--- config.mk ---
export PLATFORM = sky130hd
export DESIGN_NAME = audio_gain_ramp_fader_top
export DESIGN_NICKNAME = d
export VERILOG_FILES = /design/src/hw/rtl/agrf_pkg.sv /design/src/hw/rtl/agrf_ctrl.sv /design/src/hw/rtl/agrf_dp.sv /design/src/hw/rtl/audio_gain_ramp_fader_top.sv
export VERILOG_INCLUDE_DIRS = /design/src /design/src/hw/rtl
export SDC_FILE = /design/constraint.sdc
export NUM_CORES = 1
export LEC_CHECK = 0
export BUFFER_PORTS_ARGS = -buffer_cell sky130_fd_sc_hd__buf_2
export CORE_MARGIN = 2
export CORE_UTILIZATION = 50
export CTS_BUF_LIST = sky130_fd_sc_hd__clkbuf_4 sky130_fd_sc_hd__clkbuf_8 sky130_fd_sc_hd__clkbuf_16
export CTS_CLUSTER_DIAMETER = 80
export DETAILED_ROUTE_END_ITERATION = 8
export GPL_ROUTABILITY_DRIVEN = 0
export GPL_TIMING_DRIVEN = 0
export PLACE_DENSITY = 0.66
export SKIP_LAST_GASP = 1
export SYNTH_ARGS = -nofsm -noshare
export SYNTH_HDL_FRONTEND = slang
export SYNTH_HIERARCHICAL = 1
export SYNTH_SLANG_ARGS = --single-unit
--- constraint.sdc ---
create_clock -name clock -period 25.6 [get_ports clock]
set_input_delay 3.84 -clock clock [delete_from_list [all_inputs] [get_ports clock]]
set_output_delay 3.84 -clock clock [all_outputs]
set_load 0.05 [all_outputs]
--- src/hw/rtl/audio_gain_ramp_fader_top_defines.svh ---
// Assertion macros for the gain ramp fader.
// Included by audio_gain_ramp_fader_top.sv; depends on nothing else.
`ifndef AUDIO_GAIN_RAMP_FADER_TOP_DEFINES_SVH
`define AUDIO_GAIN_RAMP_FADER_TOP_DEFINES_SVH

// Same-cycle implication, disabled during reset.
`define AGRF_ASSERT_NOW(label, clk, rst, ante, cons) \
   label: assert property (@(posedge clk) disable iff (rst) (ante) |-> (cons)) \
      else $error("agrf: same-cycle check failed");

// Next-cycle implication, disabled during reset.
`define AGRF_ASSERT_NEXT(label, clk, rst, ante, cons) \
   label: assert property (@(posedge clk) disable iff (rst) (ante) |=> (cons)) \
      else $error("agrf: next-cycle check failed");

`endif

--- src/hw/rtl/agrf_pkg.sv ---
// Shared constants and types of the gain ramp fader.
// Used by agrf_ctrl, agrf_dp and audio_gain_ramp_fader_top; no dependencies.
package agrf_pkg;

   localparam int LENGTH_BITS_DEF = 24;
   localparam int GAIN_FRAC_BITS  = 9;
   localparam int GAIN_BITS       = 13;
   localparam int CFG_GAIN_BITS   = 11;
   localparam int SAMPLE_BITS     = 16;
   localparam int CSR_INDEX_BITS  = 2;

   localparam logic signed [SAMPLE_BITS-1:0] SAT_MAX = 16'sd32767;
   localparam logic signed [SAMPLE_BITS-1:0] SAT_MIN = -16'sd32767;

   localparam logic [CSR_INDEX_BITS-1:0] REG_START_GAIN    = 2'd0;
   localparam logic [CSR_INDEX_BITS-1:0] REG_END_GAIN      = 2'd1;
   localparam logic [CSR_INDEX_BITS-1:0] REG_REGION_LENGTH = 2'd2;

   typedef struct packed {
      logic accept_plain;  // scale the incoming item with the running ramp
      logic start_div;     // latch the restart item, load the divider
      logic div_step;      // one quotient bit
      logic finish;        // reload ramp from quotient, scale the held item
   } ctrl_cmd_type;

endpackage

--- src/hw/rtl/agrf_ctrl.sv ---
// Controller of the gain ramp fader: handshakes, divider sequencing.
// Depends on agrf_pkg.
module agrf_ctrl #(
   parameter int LENGTH_BITS = agrf_pkg::LENGTH_BITS_DEF
) (
   input  logic                  clock,
   input  logic                  reset,
   input  logic                  req_valid,
   input  logic                  req_restart,
   output logic                  req_ready,
   output logic                  rsp_valid,
   input  logic                  rsp_ready,
   output agrf_pkg::ctrl_cmd_type cmd
);

   localparam int CntBits = (LENGTH_BITS > 1) ? $clog2(LENGTH_BITS) : 1;

   typedef enum logic [2:0] {
      ST_IDLE = 3'b001,
      ST_DIV  = 3'b010,
      ST_FIN  = 3'b100
   } state_type;

   state_type          state_ff, state_in;
   logic [CntBits-1:0] cnt_ff, cnt_in;
   logic               rsp_valid_ff, rsp_valid_in;
   logic               slot_free;

   assign slot_free = !rsp_valid_ff || rsp_ready;
   assign rsp_valid = rsp_valid_ff;

   always_comb begin
      state_in     = state_ff;
      cnt_in       = cnt_ff;
      rsp_valid_in = rsp_valid_ff && !rsp_ready;
      req_ready    = 1'b0;
      cmd          = '0;
      unique case (state_ff)
         ST_IDLE: begin
            req_ready = slot_free;
            if (req_valid && slot_free) begin
               if (req_restart) begin
                  cmd.start_div = 1'b1;
                  cnt_in        = '0;
                  state_in      = ST_DIV;
               end else begin
                  cmd.accept_plain = 1'b1;
                  rsp_valid_in     = 1'b1;
               end
            end
         end
         ST_DIV: begin
            cmd.div_step = 1'b1;
            cnt_in       = cnt_ff + CntBits'(1);
            if (cnt_ff == CntBits'(LENGTH_BITS - 1)) begin
               state_in = ST_FIN;
            end
         end
         ST_FIN: begin
            if (slot_free) begin
               cmd.finish   = 1'b1;
               rsp_valid_in = 1'b1;
               state_in     = ST_IDLE;
            end
         end
         default: begin
            state_in = ST_IDLE;
         end
      endcase
   end

   always_ff @(posedge clock) begin
      if (reset) begin
         state_ff     <= ST_IDLE;
         cnt_ff       <= '0;
         rsp_valid_ff <= 1'b0;
      end else begin
         state_ff     <= state_in;
         cnt_ff       <= cnt_in;
         rsp_valid_ff <= rsp_valid_in;
      end
   end

endmodule

--- src/hw/rtl/agrf_dp.sv ---
// Datapath of the gain ramp fader: registers, ramp state, divider, scaler.
// Depends on agrf_pkg; driven by agrf_ctrl commands.
module agrf_dp #(
   parameter  int LENGTH_BITS = agrf_pkg::LENGTH_BITS_DEF,
   localparam int CsrBits     = (LENGTH_BITS > agrf_pkg::CFG_GAIN_BITS) ?
                                LENGTH_BITS : agrf_pkg::CFG_GAIN_BITS
) (
   input  logic                                     clock,
   input  logic                                     reset,
   input  agrf_pkg::ctrl_cmd_type                   cmd,
   input  logic                                     csr_we,
   input  logic [agrf_pkg::CSR_INDEX_BITS-1:0]      csr_index,
   input  logic [CsrBits-1:0]                       csr_wdata,
   input  logic signed [agrf_pkg::SAMPLE_BITS-1:0]  req_sample_in,
   output logic signed [agrf_pkg::SAMPLE_BITS-1:0]  rsp_sample_out
);

   localparam int GW   = agrf_pkg::GAIN_BITS;
   localparam int CW   = agrf_pkg::CFG_GAIN_BITS;
   localparam int SW   = agrf_pkg::SAMPLE_BITS;
   localparam int PW   = SW + GW;
   localparam int FRAC = agrf_pkg::GAIN_FRAC_BITS;

   logic [CW-1:0]          start_ff, end_ff;
   logic [LENGTH_BITS-1:0] region_ff;

   logic signed [GW-1:0]   gain_ff, gain_in;
   logic [LENGTH_BITS-1:0] steps_ff, steps_in;
   logic [LENGTH_BITS-1:0] interval_ff;
   logic                   down_ff;

   logic signed [SW-1:0]   hold_ff;
   logic [CW:0]            mag_ff;
   logic                   neg_ff;
   logic [CW-1:0]          rem_ff, rem_in;
   logic [LENGTH_BITS-1:0] quot_ff, quot_in;
   logic signed [SW-1:0]   out_ff, out_in;

   // divisor = end - start + 1, magnitude, zero forced to one
   logic [GW-1:0] diff;
   logic [GW-1:0] diff_abs;
   logic [CW:0]   mag_new;
   logic [CW:0]   trial;
   logic          trial_ge;

   assign diff     = GW'(end_ff) - GW'(start_ff) + GW'(1);
   assign diff_abs = diff[GW-1] ? (~diff + GW'(1)) : diff;
   assign mag_new  = (diff_abs == '0) ? (CW+1)'(1) : diff_abs[CW:0];

   assign trial    = {rem_ff, quot_ff[LENGTH_BITS-1]};
   assign trial_ge = trial >= mag_ff;

   always_comb begin
      rem_in  = rem_ff;
      quot_in = quot_ff;
      if (cmd.start_div) begin
         rem_in  = '0;
         quot_in = region_ff;
      end else if (cmd.div_step) begin
         rem_in  = trial_ge ? CW'(trial - mag_ff) : trial[CW-1:0];
         quot_in = {quot_ff[LENGTH_BITS-2:0], trial_ge};
      end
   end

   // scale and ramp advance
   logic signed [GW-1:0]   gain_src;
   logic signed [SW-1:0]   sample_src;
   logic [LENGTH_BITS-1:0] steps_src;
   logic [LENGTH_BITS-1:0] interval_src;
   logic                   down_src;
   logic signed [PW-1:0]   prod;
   logic signed [PW-FRAC-1:0] scaled;

   always_comb begin
      gain_src     = cmd.finish ? $signed(GW'(start_ff)) : gain_ff;
      sample_src   = cmd.finish ? hold_ff : req_sample_in;
      steps_src    = cmd.finish ? quot_ff : steps_ff;
      interval_src = cmd.finish ? quot_ff : interval_ff;
      down_src     = cmd.finish ? (neg_ff && (quot_ff != '0)) : down_ff;

      prod   = PW'(sample_src) * PW'(gain_src);
      scaled = prod[PW-1:FRAC];
      if (scaled > (PW-FRAC)'(agrf_pkg::SAT_MAX)) begin
         out_in = agrf_pkg::SAT_MAX;
      end else if (scaled < (PW-FRAC)'(agrf_pkg::SAT_MIN)) begin
         out_in = agrf_pkg::SAT_MIN;
      end else begin
         out_in = scaled[SW-1:0];
      end

      if (steps_src <= LENGTH_BITS'(1)) begin
         steps_in = interval_src;
         gain_in  = down_src ? gain_src - GW'(1) : gain_src + GW'(1);
      end else begin
         steps_in = steps_src - LENGTH_BITS'(1);
         gain_in  = gain_src;
      end
   end

   always_ff @(posedge clock) begin
      if (reset) begin
         start_ff    <= '0;
         end_ff      <= CW'(512);
         region_ff   <= '0;
         gain_ff     <= '0;
         steps_ff    <= '0;
         interval_ff <= '0;
         down_ff     <= 1'b0;
      end else begin
         if (csr_we) begin
            unique case (csr_index)
               agrf_pkg::REG_START_GAIN:    start_ff  <= csr_wdata[CW-1:0];
               agrf_pkg::REG_END_GAIN:      end_ff    <= csr_wdata[CW-1:0];
               agrf_pkg::REG_REGION_LENGTH: region_ff <= csr_wdata[LENGTH_BITS-1:0];
               default: ;
            endcase
         end
         if (cmd.accept_plain || cmd.finish) begin
            gain_ff     <= gain_in;
            steps_ff    <= steps_in;
            interval_ff <= interval_src;
            down_ff     <= down_src;
         end
      end
   end

   always_ff @(posedge clock) begin
      if (cmd.start_div) begin
         hold_ff <= req_sample_in;
         mag_ff  <= mag_new;
         neg_ff  <= diff[GW-1];
      end
      rem_ff  <= rem_in;
      quot_ff <= quot_in;
      if (cmd.accept_plain || cmd.finish) begin
         out_ff <= out_in;
      end
   end

   assign rsp_sample_out = out_ff;

endmodule

--- src/hw/rtl/audio_gain_ramp_fader_top.sv ---
// Channel   | Ports                                            | Direction
// req       | req_valid, req_ready, req_sample_in, req_restart | in
// rsp       | rsp_valid, rsp_ready, rsp_sample_out             | out
// csr       | csr_valid, csr_ready, csr_index, csr_wdata       | in (write only)
// A plain item is answered in the cycle after it is accepted; items follow back to back while rsp drains.
// A restart item goes through a bit-serial divider that yields one quotient bit
// per cycle; then the ramp reloads and the held item is scaled.
// Reset is synchronous; no clearing pass. A stalled rsp holds off new items.
// Depends on agrf_pkg, agrf_ctrl, agrf_dp and the assertion macro header.
`include "audio_gain_ramp_fader_top_defines.svh"

module audio_gain_ramp_fader_top #(
   parameter  int LENGTH_BITS = agrf_pkg::LENGTH_BITS_DEF,
   localparam int CsrBits     = (LENGTH_BITS > agrf_pkg::CFG_GAIN_BITS) ?
                                LENGTH_BITS : agrf_pkg::CFG_GAIN_BITS
) (
   input  logic                                    clock,
   input  logic                                    reset,
   input  logic                                    req_valid,
   output logic                                    req_ready,
   input  logic signed [agrf_pkg::SAMPLE_BITS-1:0] req_sample_in,
   input  logic                                    req_restart,
   output logic                                    rsp_valid,
   input  logic                                    rsp_ready,
   output logic signed [agrf_pkg::SAMPLE_BITS-1:0] rsp_sample_out,
   input  logic                                    csr_valid,
   output logic                                    csr_ready,
   input  logic [agrf_pkg::CSR_INDEX_BITS-1:0]     csr_index,
   input  logic [CsrBits-1:0]                      csr_wdata
);

   agrf_pkg::ctrl_cmd_type cmd;

   assign csr_ready = 1'b1;

   agrf_ctrl #(
      .LENGTH_BITS(LENGTH_BITS)
   ) u_ctrl (
      .clock      (clock),
      .reset      (reset),
      .req_valid  (req_valid),
      .req_restart(req_restart),
      .req_ready  (req_ready),
      .rsp_valid  (rsp_valid),
      .rsp_ready  (rsp_ready),
      .cmd        (cmd)
   );

   agrf_dp #(
      .LENGTH_BITS(LENGTH_BITS)
   ) u_dp (
      .clock         (clock),
      .reset         (reset),
      .cmd           (cmd),
      .csr_we        (csr_valid && csr_ready),
      .csr_index     (csr_index),
      .csr_wdata     (csr_wdata),
      .req_sample_in (req_sample_in),
      .rsp_sample_out(rsp_sample_out)
   );

   `AGRF_ASSERT_NEXT(a_restart_blocks, clock, reset, req_valid && req_ready && req_restart, !req_ready)
   `AGRF_ASSERT_NOW(a_no_overwrite, clock, reset, req_valid && req_ready, !rsp_valid || rsp_ready)
   `AGRF_ASSERT_NOW(a_symmetric_sat, clock, reset, rsp_valid, rsp_sample_out != 16'sh8000)

endmodule
==> results of run 1 <==
==> logic make-up (layout without fill, tap and decap cells) <==
| kind of cell | after synthesis | in the layout | share of synthesized area [%] |
|---|---|---|---|
| compound gates | 356 | 356 | 12.64 |
| xor+xnor | 93 | 93 | 4.415 |
| fa+ha+maj | 304 | 304 | 27.90 |
| buf+inv | 350 | 449 | 7.191 |
| flops | 197 | 197 | 24.48 |
| mux | 115 | 115 | 6.358 |
| other cells | 1 | 1 | 0.01981 |
| simple gates | 691 | 691 | 17.00 |
==> Yosys cell counts (all sizes together), types with 20 or more instances <==
master  number
inv        261
nor2       242
nand2      234
fa         197
dfxtp      128
ha         107
a21oi       98
mux2i       73
o21ai       72
edfxtp      69
clkbuf      58
xnor2       57
a211oi      44
mux2        42
xor2        35
nor3        32
buf         31
nand3       27
a21o        23
and2        20
==> stage by stage <==
| stage | setup slack (ns) | instance area [sq um] |
|---|---|---|
| finish | 10.80 | 20530 |
| detailed placement | 10.38 | 19920 |
| CTS | 10.82 | 20530 |
| floorplan | 13.07 | 18930 |
| global route | 10.23 | 20530 |
| global placement | 10.44 | 19890 |
==> state kept, by name, summed over array words and instances (netlist names) <==
register	count
u_dp/steps_ff	24
u_dp/neg_ff	1
u_dp/rem_ff	11
u_dp/hold_ff	16
u_ctrl/rsp_valid	1
u_dp/mag_ff	12
u_ctrl/state_ff	3
u_dp/interval_ff	24
u_dp/start_ff	11
u_dp/region_ff	24
u_dp/quot_ff	24
u_ctrl/cnt_ff	5
u_dp/end_ff	11
u_dp/gain_ff	13
u_dp/down_ff	1
u_dp/rsp_sample_out	16
==> final cells by class <==
cell class / count / area share [%]
plain buffers: 89 / 1.865
clock buffers: 17 / 2.072
clock inverters: 15 / 0.8716
inverters: 261 / 4.773
multi-input cells: 1560 / 63.02
flip-flops and latches: 197 / 22.58
well taps: 511 / 3.115
repair buffers: 67 / 1.707
==> worst max-delay path: cells and delay by family <==
family | cells | cell delay [ns]
adder cells (fa/ha/maj) | 7 | 3.65
buffers and inverters | 11 | 3.46
multiplexers | 1 | 0.65
AO/OA/AOI/OAI | 8 | 1.73
XOR/XNOR | 1 | 0.30
AND/OR/NAND/NOR | 4 | 1.34
==> routing by layer <==
layer  track usage (%)  vias to the layer above  wire length [um]
li1                  -                     7261                 -
met1             37.09                     7731             22890
met2             43.08                      537             23290
met3             5.019                      134              3173
met4             12.88                        0              2437
met5                 0                        -                 0
==> worst max-delay path by stage <==
stage	startpoint	endpoint	slack [ns]	depth (start not counted)
after CTS	rsp_ready	u_dp/rsp_sample_out[5]$_SDFFCE_PN1P_	10.82	32
after global routing	rsp_ready	u_dp/rsp_sample_out[7]$_SDFFCE_PN1P_	10.23	31
after floorplan	rsp_ready	u_dp/rsp_sample_out[10]$_SDFFCE_PN1P_	13.07	33
after detailed placement	rsp_ready	u_dp/rsp_sample_out[5]$_SDFFCE_PN1P_	10.38	32
final	rsp_ready	u_dp/rsp_sample_out[8]$_SDFFCE_PN1P_	10.80	32
after global placement	rsp_ready	u_dp/rsp_sample_out[7]$_SDFFCE_PN1P_	10.44	32
==> power by group through the flow <==
stage	Combinational [W]	Sequential (W)	Clock, W
detailed placement	0.000877	0.000400	0
CTS	0.000886	0.000394	0.000286
global route	0.00100	0.000398	0.000297
finish	0.000892	0.000394	0.000280
global placement	0.000863	0.000400	0
floorplan	0.000633	0.000428	0
==> metrics, run 1 <==
fin util 54.76%; CTS Root Cell clkbuf_16; delay of the slowest critical-path stage slightly below 0.9 ns; FFs w/ async S/R, synth 0%; CP max-delay cell fa_1; Sw Ratio ~47%; Main synth FF type dfxtp_1; most frequent cells in the layout inv_1 (260), nor2_1 (242), nand2_1 (233); Iteration-0 DRC Markers around 1,100; Hold Path Sink u_dp/region_ff[9]$_SDFFE_PP0P_; Power Internal approximately 0.00083 W; via/cell ratio a little under 6; Max Slew Vio Count 0; Final Non-Filler Cells roughly 2,700; Worst setup EP type register; Hold Path Stages 2; Reg2Reg Setup Slack 13.68 ns; # port buffers 64; Syn Std Cell Area 18,930 sq um; # fillers between 3,000 and 4,000; H-Tree Depth 4; status complete, no violations; Setup Viol. Count Final 0; R2R Path End u_dp/rsp_sample_out[8]$_SDFFCE_PN1P_; Fin. Hold Viols 0; Slew headroom 29.30%; CTS resizes 0; Initial Util about half; Initial DRT Pass Iterations 7; Min Hold Slack about 0.46 ns; wire per inst around 19 um; Peak VDD IR 87.84 uV; diodes inserted 0; Startpoint Class input pin; CP Class in -> reg; cts hold-fix bufs 0; largest area contributor in the netlist fa_1; hold path startpoint u_dp/region_ff[9]$_SDFFE_PP0P_; Skew-Pair Late Insertion Delay ~0.46 ns; CP Data Arrival Time 14.99 ns; Netlist cell types 94; die height just under 200 um; multi-input logic area ~13,000 sq um; Die Wd roughly 200 um; Crit path required time roughly 26 ns; Syn-to-layout area delta 8.426%; Post-Syn Area per Cell between 8 and 9 sq um; Reg area roughly 4600 sq um; largest net degree at the start of global routing 26; Final nets about 2,500; Post-CTS Setup Inserts 0; synth top area cells fa_1 (21%), dfxtp_1 (14%), edfxtp_1 (11%); Cell Pwr Density approximately 76 nW/um^2; beginning of the worst register-to-register path u_ctrl/state_ff[2]$_SDFFE_PP0P_; CTS buffer count 17; DRC violations left 0; RSZ-0062 raised after global routing false; Final ANT Viol Nets 0; CTS tree done; final setup TNS 0 ns; Top cell by count, worst path fa_1; register bit count reported by yosys a little under 200; gr ovfl total 0; Detailed Place HPWL 40,890 um; Tmin final between 10 and 15 ns; via count roughly 16,000; fmax 67.56 MHz; Clk pwr share between 10% and 20%; crit path max fanout 10; Synth Warn # 6; core box area 37,490 sq um; worst-margin pin slew 1.031 ns; initial antenna violation count 0; Inst Count DP 2,685; # IOs 67; P_leak 8.907 nW; first-pass GRT wire length about 84,000 um; post-synth top area share between 20% and 30%; sw power approximately 0.00074 W; most common cell after layout, fill and taps aside inv_1; Rows a little over 70; Post-synth EDFFs slightly below 70; DRT Wirelength ~52,000 um; max-cap viol count 0; Gate power share 56.9%; HP Class reg -> reg; PnR Total Power 0.001566 W; post-synthesis instance total around 2,100; clk slew on worst S/H paths 0.08 ns; die footprint 39,440 sq um; vias in the first global route around 16,000; Total GRT Usage 27.53%; clk_skew roughly 0.01 ns; Syn Nets 2,459; Flop pwr share between 20% and 30%; Num Clock Sinks 197; reg2reg path depth 32; CTS max path bufs 2; Seq/Total Area, Yosys about a quarter; share of post-route cells with drive strength above 1 9.066%; fin crit share just under 60%
(Power assumes the default switching activity.)
==> inputs of run 2 (changes only) <==
- PLACE_DENSITY: 0.66 -> 0.68
- clock period: 25.6 -> 12.4 ns (I/O delays scaled with it)
==> run 2 against run 1 <==
Flip-flop and latch count stayed put. Critical path depth rose by 1. Cell count about the same. Die area unchanged. Critical endpoint unchanged. Largest cell class unchanged.
==> metrics, run 2 (synthesis results as in run 1) <==
delay of the slowest critical-path stage 0.72 ns (-0.17 ns); via/cell ratio 5.718 (-0.81%); most frequent cells in the layout inv_1 (260), nor2_1 (242), nand2_1 (233); met1 track demand over resource 37.76% (+0.67 points); initial antenna violation count 0 (unchanged); Flop pwr share 24.9% (-0.3 points); crit path max fanout 19 (+9); clk_skew 0.01874 ns (+0.008928 ns); Top cell by count, worst path fa_1; cts hold-fix bufs 0 (unchanged); sw power 0.001549 W (+110%); Gate power share 56.7% (-0.2 points); P_leak 8.942 nW (+0.39%); status complete, no violations; Initial DRT Pass Iterations 5 (-2); Sw Ratio 47.48% (+0.19 points); CTS max path bufs 2 (unchanged); RSZ-0062 raised after global routing false; CTS buffer count 17 (unchanged); Final nets 2,544 (-0.039%); DRC violations left 0 (unchanged); diodes inserted 0 (unchanged); fin crit share between 90 and 100%; met3 usage 4.917% (-0.10 points); Clk pwr share 18.3% (+0.4 points); H-Tree Depth 4 (unchanged); DRT Wirelength 51,040 um (-1.4%); die footprint 39,440 sq um (unchanged); Min Hold Slack 0.4581 ns (-0.002101 ns); Iteration-0 DRC Markers 1,304 (+14%); Max Slew Vio Count 0 (unchanged); final setup TNS 0 ns (unchanged); wire per inst 18.79 um (-1.4%); Final ANT Viol Nets 0 (unchanged); Cell Pwr Density 158.5 nW/um^2 (+110%); via count 15,530 (-0.85%); fmax around 84 MHz; core box area 37,490 sq um (unchanged); Power Internal 0.001713 W (+110%); gr ovfl total 0 (unchanged); fin util 54.90% (+0.15 points); Post-CTS Setup Inserts 0 (unchanged); Slew headroom 31.69% (+2.4 points); most common cell after layout, fill and taps aside inv_1; share of post-route cells with drive strength above 1 9.388% (+0.32 points); CTS tree done; Syn-to-layout area delta 8.717%; CP Class in -> reg; first-pass GRT wire length 83,150 um (-0.95%); Die Wd 198.6 um (unchanged); HP Class reg -> reg; Initial Util 50.50% (unchanged); CTS Root Cell clkbuf_16; largest net degree at the start of global routing 26 (unchanged); Num Clock Sinks 197 (unchanged); clk slew on worst S/H paths 0.09 ns (about the same); Inst Count DP 2,685 (unchanged); Tmin final roughly 12 ns; # port buffers 64 (unchanged); vias in the first global route 15,470 (-1.9%); # IOs 67 (unchanged); Skew-Pair Late Insertion Delay 0.49 ns (+0.03 ns); GRT met2 Usage 43.05% (about the same); Setup Viol. Count Final 0 (unchanged); CP max-delay cell mux2i_1; Peak VDD IR 150.0 uV (+71%); Total GRT Usage 27.30% (-0.23 points); Worst setup EP type register; Startpoint Class input pin; gr busiest metal met2; CP Data Arrival Time 12.13 ns (-2.86 ns); Detailed Place HPWL 40,270 um (-1.5%); worst-margin pin slew 0.9962 ns (-0.03479 ns); Crit path required time 12.61 ns (-13.18 ns); die height 198.6 um (unchanged); Final Non-Filler Cells 2,716 (-0.037%); max-cap viol count 0 (unchanged); Fin. Hold Viols 0 (unchanged); Rows 71 (unchanged)
[run 2: cell types whose count changed in the layout (fill, tap and decap cells not counted), moves of 2 or more]
| cell | delta |
|---|---|
| inv_8 | -2 |
| clkinv_8 | +2 |
| clkbuf_2 | +2 |
| buf_1 | -5 |
| buf_2 | +2 |
[run 2: final timing paths]
kind	slack, ns	endpoint	startpoint	depth (start not counted)
worst max-delay path	0.47	u_dp/rsp_sample_out[8]$_SDFFCE_PN1P_	rsp_ready	33
worst min-delay path	0.46	u_dp/gain_ff[1]$_SDFFE_PP0P_	u_dp/gain_ff[1]$_SDFFE_PP0P_	2
worst max register to register	1.36	u_dp/rsp_sample_out[8]$_SDFFCE_PN1P_	u_ctrl/state_ff[2]$_SDFFE_PP0P_	33
worst min register to register	0.46	u_dp/gain_ff[1]$_SDFFE_PP0P_	u_dp/gain_ff[1]$_SDFFE_PP0P_	2
[run 2: worst max-delay path: cells and delay by family]
| family | cells | cell delay, ns |
|---|---|---|
| AO/OA/AOI/OAI | 8 | 1.90 |
| XOR/XNOR | 1 | 0.30 |
| adder cells (fa/ha/maj) | 7 | 3.39 |
| buffers and inverters | 12 | 2.95 |
| multiplexers | 1 | 0.72 |
| AND/OR/NAND/NOR | 4 | 0.97 |
[run 2: power groups by stage]
stage,logic (W),clock network (W),registers [W]
after floorplan,0.00131,0,0.000884
after global placement,0.00177,0,0.000825
after detailed placement,0.00181,0,0.000827
after CTS,0.00183,0.000615,0.000813
after global routing,0.00207,0.000635,0.000820
final,0.00185,0.000598,0.000814
[run 2: per-layer routing]
metal / vias up / part of all wire (%)
li1: 7249 / -
met1: 7579 / 44
met2: 601 / 46
met3: 101 / 6.9
met4: 0 / 3.0
met5: - / 0
[run 2: final cells by class]
| cell class | count | area, sq um |
|---|---|---|
| clock inverters | 15 | 212.7 |
| multi-input cells | 1560 | 12940 |
| flip-flops and latches | 197 | 4634 |
| plain buffers | 88 | 391.6 |
| inverters | 261 | 979.7 |
| clock buffers | 17 | 425.4 |
| well taps | 511 | 639.4 |
| repair buffers | 67 | 354.1 |
| fillers | 3442 | 16910 |
[run 2: per-stage QoR]
stage | total power, W | instance area [sq um] | worst slack (ns)
after floorplan | 0.002191 | 18930 | 1.854
after global placement | 0.002596 | 19890 | -0.8127
after detailed placement | 0.002640 | 19930 | -0.9154
after CTS | 0.003259 | 20580 | 0.2024
after global routing | 0.003525 | 20580 | 0.09634
final | 0.003262 | 20580 | 0.4747
[run 2: repair_timing]
action,4_1_cts,5_1_grt
endpoints found under the setup margin,14,10
pin swaps,0,0
gates cloned,0,0
resized for setup,6,2
